===== src/hdl/frl_pkg.sv =====
`timescale 1ns / 1ps
`default_nettype none

package frl_pkg;

   localparam int SAMPLE_W    = 16;
   localparam int LEVEL_W     = 15;
   localparam int LEVEL_MAX   = 32767;
   localparam int FRL_MAX_FRAME = 512;

   // commands from the controller to the datapath
   typedef struct packed {
      logic take;       // input transaction, accumulate sample
      logic div_load;   // start divide, clear frame accumulators
      logic div_step;   // one quotient bit
      logic sqrt_load;  // start square root from the quotient
      logic sqrt_step;  // one root bit
      logic out_load;   // move the root into the result register
   } frl_cmd_type;

   typedef struct packed {
      logic step_last;  // iteration counter at its final step
   } frl_stat_type;

endpackage

`default_nettype wire


===== src/hdl/frl_channels.sv =====
`timescale 1ns / 1ps
`default_nettype none

interface frl_req_if;
   import frl_pkg::*;
   logic                       valid;
   logic                       ready;
   logic signed [SAMPLE_W-1:0] sample;
   logic                       frame_end;

   modport source (output valid, sample, frame_end, input ready);
   modport sink   (input valid, sample, frame_end, output ready);
endinterface

interface frl_rsp_if;
   import frl_pkg::*;
   logic               valid;
   logic               ready;
   logic [LEVEL_W-1:0] rms_level;
   logic               frame_too_long;

   modport source (output valid, rms_level, frame_too_long, input ready);
   modport sink   (input valid, rms_level, frame_too_long, output ready);
endinterface

`default_nettype wire


===== src/hdl/frl_datapath.sv =====
`timescale 1ns / 1ps
`default_nettype none

module frl_datapath #(
   parameter int MAX_FRAME = frl_pkg::FRL_MAX_FRAME
) (
   input  logic                                clock,
   input  logic                                reset,
   input  frl_pkg::frl_cmd_type                cmd,
   input  logic signed [frl_pkg::SAMPLE_W-1:0] sample,
   output frl_pkg::frl_stat_type               stat,
   output logic [frl_pkg::LEVEL_W-1:0]         rms_level,
   output logic                                frame_too_long
);
   import frl_pkg::*;

   localparam int CNT_W    = $clog2(MAX_FRAME + 1);
   localparam int SUM_W    = 31 + $clog2(MAX_FRAME);
   localparam int SQ_STEPS = (SUM_W + 1) / 2;
   localparam int ROOT_W   = SQ_STEPS;
   localparam int RAD_W    = 2 * SQ_STEPS;
   localparam int STEP_W   = $clog2(SUM_W);

   // accumulation
   logic [SAMPLE_W-1:0]   mag;
   logic [2*SAMPLE_W-1:0] sq_ff;
   logic                  sq_valid_ff;
   logic [SUM_W-1:0]      sum_ff, sum_in;
   logic [CNT_W-1:0]      count_ff;
   logic                  ovf_ff;
   logic                  room;

   // divider
   logic [SUM_W-1:0]      quo_ff;
   logic [CNT_W-1:0]      rem_ff, den_ff;
   logic [CNT_W:0]        rem_sh, rem_diff;
   logic                  too_long_ff;

   // square root
   logic [RAD_W-1:0]      rad_ff;
   logic [ROOT_W-1:0]     root_ff;
   logic [ROOT_W+1:0]     srem_ff, srem_sh, trial, srem_diff;
   logic                  sq_ge;

   logic [STEP_W-1:0]     step_ff;
   logic [LEVEL_W-1:0]    level_ff;
   logic                  flag_ff;

   assign mag    = sample[SAMPLE_W-1] ? SAMPLE_W'(-sample) : SAMPLE_W'(sample);
   assign room   = count_ff < CNT_W'(MAX_FRAME);
   assign sum_in = sum_ff + (sq_valid_ff ? SUM_W'(sq_ff) : SUM_W'(0));

   assign rem_sh   = {rem_ff, quo_ff[SUM_W-1]};
   assign rem_diff = rem_sh - {1'b0, den_ff};

   assign srem_sh   = {srem_ff[ROOT_W-1:0], rad_ff[RAD_W-1 -: 2]};
   assign trial     = {root_ff, 2'b01};
   assign sq_ge     = srem_sh >= trial;
   assign srem_diff = srem_sh - trial;

   assign stat.step_last = step_ff == '0;
   assign rms_level      = level_ff;
   assign frame_too_long = flag_ff;

   always_ff @(posedge clock) begin
      // squaring stage, added into the sum in the next cycle
      sq_ff <= (2*SAMPLE_W)'(mag) * (2*SAMPLE_W)'(mag);

      if (reset) begin
         sq_valid_ff <= 1'b0;
         sum_ff      <= '0;
         count_ff    <= '0;
         ovf_ff      <= 1'b0;
      end else if (cmd.div_load) begin
         sq_valid_ff <= 1'b0;
         sum_ff      <= '0;
         count_ff    <= '0;
         ovf_ff      <= 1'b0;
      end else begin
         sq_valid_ff <= cmd.take && room;
         sum_ff      <= sum_in;
         if (cmd.take) begin
            if (room) count_ff <= count_ff + CNT_W'(1);
            else      ovf_ff   <= 1'b1;
         end
      end

      if (cmd.div_load) begin
         quo_ff      <= sum_in;
         rem_ff      <= '0;
         den_ff      <= count_ff;
         too_long_ff <= ovf_ff;
         step_ff     <= STEP_W'(SUM_W - 1);
      end else if (cmd.div_step) begin
         if (rem_sh >= {1'b0, den_ff}) begin
            rem_ff <= rem_diff[CNT_W-1:0];
            quo_ff <= {quo_ff[SUM_W-2:0], 1'b1};
         end else begin
            rem_ff <= rem_sh[CNT_W-1:0];
            quo_ff <= {quo_ff[SUM_W-2:0], 1'b0};
         end
         step_ff <= step_ff - STEP_W'(1);
      end else if (cmd.sqrt_load) begin
         rad_ff  <= RAD_W'(quo_ff);
         root_ff <= '0;
         srem_ff <= '0;
         step_ff <= STEP_W'(SQ_STEPS - 1);
      end else if (cmd.sqrt_step) begin
         rad_ff  <= {rad_ff[RAD_W-3:0], 2'b00};
         srem_ff <= sq_ge ? srem_diff : srem_sh;
         root_ff <= {root_ff[ROOT_W-2:0], sq_ge};
         step_ff <= step_ff - STEP_W'(1);
      end

      if (cmd.out_load) begin
         level_ff <= (root_ff > ROOT_W'(LEVEL_MAX)) ? LEVEL_W'(LEVEL_MAX)
                                                    : root_ff[LEVEL_W-1:0];
         flag_ff  <= too_long_ff;
      end
   end

   a_count_bound: assert property (@(posedge clock) disable iff (reset)
      count_ff <= CNT_W'(MAX_FRAME))
      else $error("sample count beyond frame limit");

   a_clear_on_load: assert property (@(posedge clock) disable iff (reset)
      cmd.div_load |=> (sum_ff == '0) && (count_ff == '0) && !ovf_ff)
      else $error("accumulators not cleared at frame end");

   a_rem_below_den: assert property (@(posedge clock) disable iff (reset)
      cmd.div_step |-> rem_ff < den_ff)
      else $error("divider remainder out of range");

endmodule

`default_nettype wire


===== src/hdl/frl_controller.sv =====
`timescale 1ns / 1ps
`default_nettype none

module frl_controller (
   input  logic                  clock,
   input  logic                  reset,
   input  logic                  req_valid,
   input  logic                  req_frame_end,
   output logic                  req_ready,
   output logic                  rsp_valid,
   input  logic                  rsp_ready,
   input  frl_pkg::frl_stat_type stat,
   output frl_pkg::frl_cmd_type  cmd
);
   import frl_pkg::*;

   typedef enum logic [2:0] {
      ACCUM,
      DRAIN,
      DIV,
      ROOT_INIT,
      ROOT,
      DELIVER
   } state_type;

   state_type state_ff, state_in;
   logic      rsp_valid_ff, rsp_valid_in;

   assign req_ready = state_ff == ACCUM;
   assign rsp_valid = rsp_valid_ff;

   always_comb begin
      cmd          = '0;
      state_in     = state_ff;
      rsp_valid_in = rsp_valid_ff && !rsp_ready;
      unique case (state_ff)
         ACCUM: begin
            cmd.take = req_valid;
            if (req_valid && req_frame_end) state_in = DRAIN;
         end
         DRAIN: begin
            cmd.div_load = 1'b1;
            state_in     = DIV;
         end
         DIV: begin
            cmd.div_step = 1'b1;
            if (stat.step_last) state_in = ROOT_INIT;
         end
         ROOT_INIT: begin
            cmd.sqrt_load = 1'b1;
            state_in      = ROOT;
         end
         ROOT: begin
            cmd.sqrt_step = 1'b1;
            if (stat.step_last) state_in = DELIVER;
         end
         DELIVER: begin
            if (!rsp_valid_ff || rsp_ready) begin
               cmd.out_load = 1'b1;
               rsp_valid_in = 1'b1;
               state_in     = ACCUM;
            end
         end
         default: state_in = ACCUM;
      endcase
   end

   always_ff @(posedge clock) begin
      if (reset) begin
         state_ff     <= ACCUM;
         rsp_valid_ff <= 1'b0;
      end else begin
         state_ff     <= state_in;
         rsp_valid_ff <= rsp_valid_in;
      end
   end

   a_frame_end_drain: assert property (@(posedge clock) disable iff (reset)
      (cmd.take && req_frame_end) |=> state_ff == DRAIN)
      else $error("frame end not followed by drain");

   a_div_to_root: assert property (@(posedge clock) disable iff (reset)
      (state_ff == DIV && stat.step_last) |=> state_ff == ROOT_INIT)
      else $error("divide did not hand over to square root");

   a_result_source: assert property (@(posedge clock) disable iff (reset)
      $rose(rsp_valid_ff) |-> $past(state_ff == DELIVER))
      else $error("result raised outside delivery");

endmodule

`default_nettype wire


===== src/hdl/frame_rms_level.sv =====
// Block RMS level meter. Each req transaction carries one signed 16-bit sample and a
// frame_end flag; every sample up to MAX_FRAME per frame is squared and summed, and
// further samples only set frame_too_long. The transaction with frame_end produces
// one rsp transaction with floor(sqrt(floor(sum / count))), saturated to 32767.
// Samples are taken one per cycle while the block accumulates. After a frame end the
// block stops taking samples while it runs its back end: a drain state, the restoring
// divider with one step per bit of the sum (31 + clog2(MAX_FRAME) bits), a load state,
// the square root with one step per bit pair, and the load of the result register.
// The result register lets the next frame's samples flow while a result waits on
// rsp; a second frame end waits at the result load until the earlier result is taken.
`timescale 1ns / 1ps
`default_nettype none

module frame_rms_level #(
   parameter int MAX_FRAME = frl_pkg::FRL_MAX_FRAME
) (
   input  logic      clock,
   input  logic      reset,
   frl_req_if.sink   req_chan,
   frl_rsp_if.source rsp_chan
);
   import frl_pkg::*;

   frl_cmd_type  cmd;    // per-cycle datapath commands
   frl_stat_type stat;   // iteration status back to the controller

   // sequencer: accumulate, divide, square root, deliver
   frl_controller u_ctrl (
      .clock         (clock),
      .reset         (reset),
      .req_valid     (req_chan.valid),
      .req_frame_end (req_chan.frame_end),
      .req_ready     (req_chan.ready),
      .rsp_valid     (rsp_chan.valid),
      .rsp_ready     (rsp_chan.ready),
      .stat          (stat),
      .cmd           (cmd)
   );

   // squarer, accumulator, serial divider, serial root, result register
   frl_datapath #(
      .MAX_FRAME (MAX_FRAME)
   ) u_dp (
      .clock          (clock),
      .reset          (reset),
      .cmd            (cmd),
      .sample         (req_chan.sample),
      .stat           (stat),
      .rms_level      (rsp_chan.rms_level),
      .frame_too_long (rsp_chan.frame_too_long)
   );

endmodule

`default_nettype wire

===== src/flat_wrapper.sv =====
// flat-port wrapper written by rule: the top's interface ports become plain ports
module frame_rms_level_flat import frl_pkg::*;
#(
   parameter int MAX_FRAME = frl_pkg::FRL_MAX_FRAME
)
  (clock, reset, req_chan_valid, req_chan_sample, req_chan_frame_end, req_chan_ready, rsp_chan_valid, rsp_chan_rms_level, rsp_chan_frame_too_long, rsp_chan_ready);
  frl_req_if req_chan_i ();
  frl_rsp_if rsp_chan_i ();
  input  logic clock;
  input  logic reset;
  input wire logic [$bits(req_chan_i.valid)-1:0] req_chan_valid;
  input wire logic [$bits(req_chan_i.sample)-1:0] req_chan_sample;
  input wire logic [$bits(req_chan_i.frame_end)-1:0] req_chan_frame_end;
  output wire logic [$bits(req_chan_i.ready)-1:0] req_chan_ready;
  output wire logic [$bits(rsp_chan_i.valid)-1:0] rsp_chan_valid;
  output wire logic [$bits(rsp_chan_i.rms_level)-1:0] rsp_chan_rms_level;
  output wire logic [$bits(rsp_chan_i.frame_too_long)-1:0] rsp_chan_frame_too_long;
  input wire logic [$bits(rsp_chan_i.ready)-1:0] rsp_chan_ready;
  assign req_chan_i.valid = req_chan_valid;
  assign req_chan_i.sample = req_chan_sample;
  assign req_chan_i.frame_end = req_chan_frame_end;
  assign req_chan_ready = req_chan_i.ready;
  assign rsp_chan_valid = rsp_chan_i.valid;
  assign rsp_chan_rms_level = rsp_chan_i.rms_level;
  assign rsp_chan_frame_too_long = rsp_chan_i.frame_too_long;
  assign rsp_chan_i.ready = rsp_chan_ready;
  frame_rms_level #(.MAX_FRAME(MAX_FRAME)) u_core (.clock(clock), .reset(reset), .req_chan(req_chan_i), .rsp_chan(rsp_chan_i));
endmodule

===== config.mk =====
export PLATFORM = sky130hd
export DESIGN_NAME = frame_rms_level_flat
export DESIGN_NICKNAME = d
export VERILOG_FILES = /design/src/hdl/frl_pkg.sv /design/src/hdl/frl_channels.sv /design/src/hdl/frl_datapath.sv /design/src/hdl/frl_controller.sv /design/src/hdl/frame_rms_level.sv /design/src/flat_wrapper.sv
export SDC_FILE = /design/constraint.sdc
export NUM_CORES = 1
export LEC_CHECK = 0
export BUFFER_PORTS_ARGS = -buffer_cell sky130_fd_sc_hd__buf_4
export CAP_MARGIN = 10
export CORE_MARGIN = 5
export CORE_UTILIZATION = 70
export DETAILED_ROUTE_END_ITERATION = 6
export HOLD_SLACK_MARGIN = 0.08
export PLACE_DENSITY = 0.94
export SYNTH_ARGS = -nofsm -noshare
export SYNTH_HDL_FRONTEND = slang
export SYNTH_SLANG_ARGS = --single-unit

===== constraint.sdc =====
create_clock -name clock -period 13.7 [get_ports clock]
set_input_delay 0 -clock clock [delete_from_list [all_inputs] [get_ports clock]]
set_output_delay 0 -clock clock [all_outputs]
set_load 0.02 [all_outputs]

==> flow_summary_export.csv <==
group,metric,value,unit
status,outcome,"completed",
timing,fin_skew,0.0200,ns
synth,synth.top_cell.area_share,0.224,
routing,dr_wl_met3,2400,um
floorplanning,initial_utilization,0.710,
placed_design,io_buffers,38,
grt,grt_pass1_wl,72200,um
timing,timing.final.crit_share,0.624,
min_path,hp-start,"req_chan_sample[2]",
final_layout,multiInputGateArea,11900,um^2
routing,via_per_inst,5.87,
cts,cts_tree,"yes",
synth,synthTopCellsByCount,"297 x inv_1, 295 x nand2_1, 205 x nor2_1",
cts,htreeDepth,1,
final_layout,diodes,0,
routing,wire_per_inst,17.1,um
routing,drt_iter0_drc,1191,
timing,fin_crit,8.55,ns
synth,avgSynthCellArea,9.34,um^2
grt,grt.total_usage,0.276,
synth,synth.cell_area,19700,um^2
synth,ys_ff_latch,250,
floorplanning,fp.dieH,178,um
routing,wl,43200,um
worst_setup_path,r2r_end,"u_core.u_dp.quo_ff[23]$_DFFE_PN_",
min_path,min_to,"u_core.u_dp.sq_ff[3]$_DFF_P_",
timing,setup-violations-final,0,
routing,postRouteAntennaNets,0,
worst_setup_path,crit_path_end_kind,"flop",
grt,grt_pass1_vias,15200,
cts,clk_pin_slew,0.07,ns
grt,grt_max_degree,81,
grt,antenna_found_initial,1,
timing,hold_viol,0,
timing,tns,0,ns
routing,drc_errors,0,
worst_setup_path,r2r_cells,7,
worst_setup_path,path_class,"input pin to flop",
min_path,whs_path_depth,5,
placed_design,gp_congestion,0.968,
worst_setup_path,worstPathArrival,9.01,ns
final_layout,drive_gt1_frac,0.0608,
worst_setup_path,r2r_setup_slack,9.64,ns
run,cap_violations,0,
timing,worst_pin_slew,1.16,ns
synth,yosys-top-cells-area,"edfxtp_1 22%, fa_1 17%, dfxtp_1 10%",
synth,synthArstFlopShare,0,
routing,firstDrtPassIters,6,
final_layout,register_area,6480,um^2
timing,rsz0062_at_grt,"false",
routing,via_count,14900,
min_path,min_path_type,"input pin to flop",
routing,highest_layer,"met5",
synth,synthesis.instances,2112,
synth,synthFlopType,"edfxtp_1",
floorplanning,coreArea,27800,um^2
cts,numCtsBuffers,26,
timing,max_freq,117,MHz
routing,wl_met1,17600,um
worst_setup_path,startpoint_type,"input pin",
synth,yosysWarnings,0,
synth,yosys.cell_types.count,84,
synth,synth-seq-area-share,0.328,
floorplanning,die_x,178,um
floorplanning,design.die.area,31600,um^2
floorplanning,pin_count,39,
worst_setup_path,path_max_fanout,16,
cts,cts_root_buf,"clkbuf_16",
placed_design,hpwl,32200,um
final_layout,nets,2484,
grt,gr-total-overflow,0,
routing,dr_wl_met2,21900,um
final_layout,area_growth,8.09,%
timing,maxSlewHeadroom,0.221,
cts,cts_max_path_buffers,3,
worst_setup_path,required,14.16,ns
final_layout,fill_cells,1727,
cts,clk_latency,0.53,ns
synth,synth_edf_count,147,
timing,drv_slew,0,
floorplanning,rows,61,
synth,yosys.area.top_type,"edfxtp_1",
synth,yosys.cell_count.top_type,"inv_1",
cts,cts_num_sinks,250,
worst_setup_path,worst_r2r_startpoint,"u_core.u_ctrl.state_ff[1]$_SDFFE_PP0P_",
## registers in the layout, indices dropped and copies added (netlist names)
name,flops
u_core.u_dp.count_ff,10
u_core.u_dp.ovf_ff,1
u_core.u_dp.sum_ff,40
u_core.u_dp.rad_ff,40
u_core.u_dp.quo_ff,40
u_core.u_ctrl.state_ff,3
u_core.u_dp.srem_ff,20
u_core.u_dp.step_ff,6
u_core.u_dp.frame_too_long,1
u_core.u_dp.root_ff,20
u_core.u_ctrl.rsp_valid,1
u_core.u_dp.too_long_ff,1
u_core.u_dp.sq_valid_ff,1
u_core.u_dp.den_ff,10
u_core.u_dp.sq_ff,31
u_core.u_dp.rms_level,15
u_core.u_dp.rem_ff,10
## worst max-delay path by stage
| stage | from | endpoint |
|---|---|---|
| 5_1_grt | req_chan_sample[0] | u_core.u_dp.sq_ff[27]$_DFF_P_ |
| 6_report | req_chan_sample[0] | u_core.u_dp.sq_ff[29]$_DFF_P_ |
| 3_5_place_dp | req_chan_sample[0] | u_core.u_dp.sq_ff[29]$_DFF_P_ |
| 4_1_cts | req_chan_sample[0] | u_core.u_dp.sq_ff[29]$_DFF_P_ |
| 3_3_place_gp | req_chan_sample[0] | u_core.u_dp.sq_ff[29]$_DFF_P_ |
| 2_1_floorplan | req_chan_sample[0] | u_core.u_dp.sq_ff[29]$_DFF_P_ |
## per-stage QoR
stage,util,hold slack [ns],std cells,instance area [um^2],setup WS [ns]
after floorplan,-,0.0277,2121,19800,6.47
after global placement,0.731,0.150,2474,20300,5.78
after detailed placement,0.731,0.160,2474,20300,5.32
after CTS,0.766,0.120,2530,21300,5.28
after global routing,0.767,0.171,2531,21300,4.65
final,0.767,0.133,2531,21300,5.15
## critical path, stage by stage
cell and delay (ns):
dlygate4sd3_1 0.54, buf_4 0.16, inv_1 0.41, ha_1 0.26, nand2b_1 0.10, or3_4 0.37
o41ai_4 0.35, xor2_1 0.90, nor2_1 0.19, fa_1 0.57, fa_1 0.53, fa_1 0.53
fa_1 0.52, fa_1 0.55, inv_1 0.05, fa_1 0.53, inv_1 0.05, ha_1 0.37
a2111oi_0 0.48, o21ai_0 0.21, o21ai_0 0.17, o311ai_0 0.28, nand2_1 0.17, nand4b_1 0.13
a41oi_1 0.18, a31oi_1 0.24, xnor2_1 0.13
## layout make-up
type / instances / share of cell area
Multi-Input combinational cell: 1493 / 0.556
Sequential cell: 250 / 0.304
Inverter: 305 / 0.0537
Clock buffer: 34 / 0.0363
Tap cell: 378 / 0.0222
Timing Repair Buffer: 57 / 0.0220
Clock inverter: 14 / 0.00564
## routing by layer
layer / GRT usage / vias to the layer above
li1: - / 6976
met1: 0.350 / 7123
met2: 0.496 / 626
met3: 0.0320 / 131
met4: 0.0889 / 2
met5: 0 / -
## kinds of logic (layout without fill, tap and decap cells)
logic type                 count (synthesis)  in the layout  synth area share
and+or+nand+nor                          682            682             0.151
buffers and inverters                    378            410            0.0727
adders and majority gates                330            330             0.273
AOI/OAI and AO/OA                        330            330             0.108
DFF                                      250            250             0.328
xor gates and xnor gates                 115            115            0.0528
muxes                                     25             25            0.0129
other                                      2             11          0.000381
## what timing repair did
item                                    in CTS  in global routing
endpoints found under the setup margin       0                  0
hold buffers                                 8                  0
setup buffers                                0                  0
endpoints found under the hold margin        9                  0
resized for setup                            0                  0
## layout by cell type, fill, tap and decap left out, types with 8 or more instances in the layout
cell type      netlist  layout
a21oi_1             89      89
mux2i_1             22      22
nand2_1            295     294
and3_1              14      13
fa_1               167     167
a211oi_1            12      12
conb_1               2      11
and2_1              35      35
xor2_1              47      47
clkbuf_16            0      29
a21o_1              39      39
nand2b_1            14      14
ha_1               163     163
nor2b_1             17      17
a31oi_1             12      12
edfxtp_1           147     147
o21bai_1             9       9
nand4_1             16      16
clkinv_1             4       9
dfxtp_1            103     103
o21ai_0             95      95
inv_1              297     297
dlygate4sd3_1        0       8
nor3_1              24      24
buf_4                0      48
nor2_1             205     205
xnor2_1             65      65
nand3_1             32      31
Power is left out: the tool's default activity adds up to more than one toggle a clock period on the data nets, which glitch-free logic cannot reach.
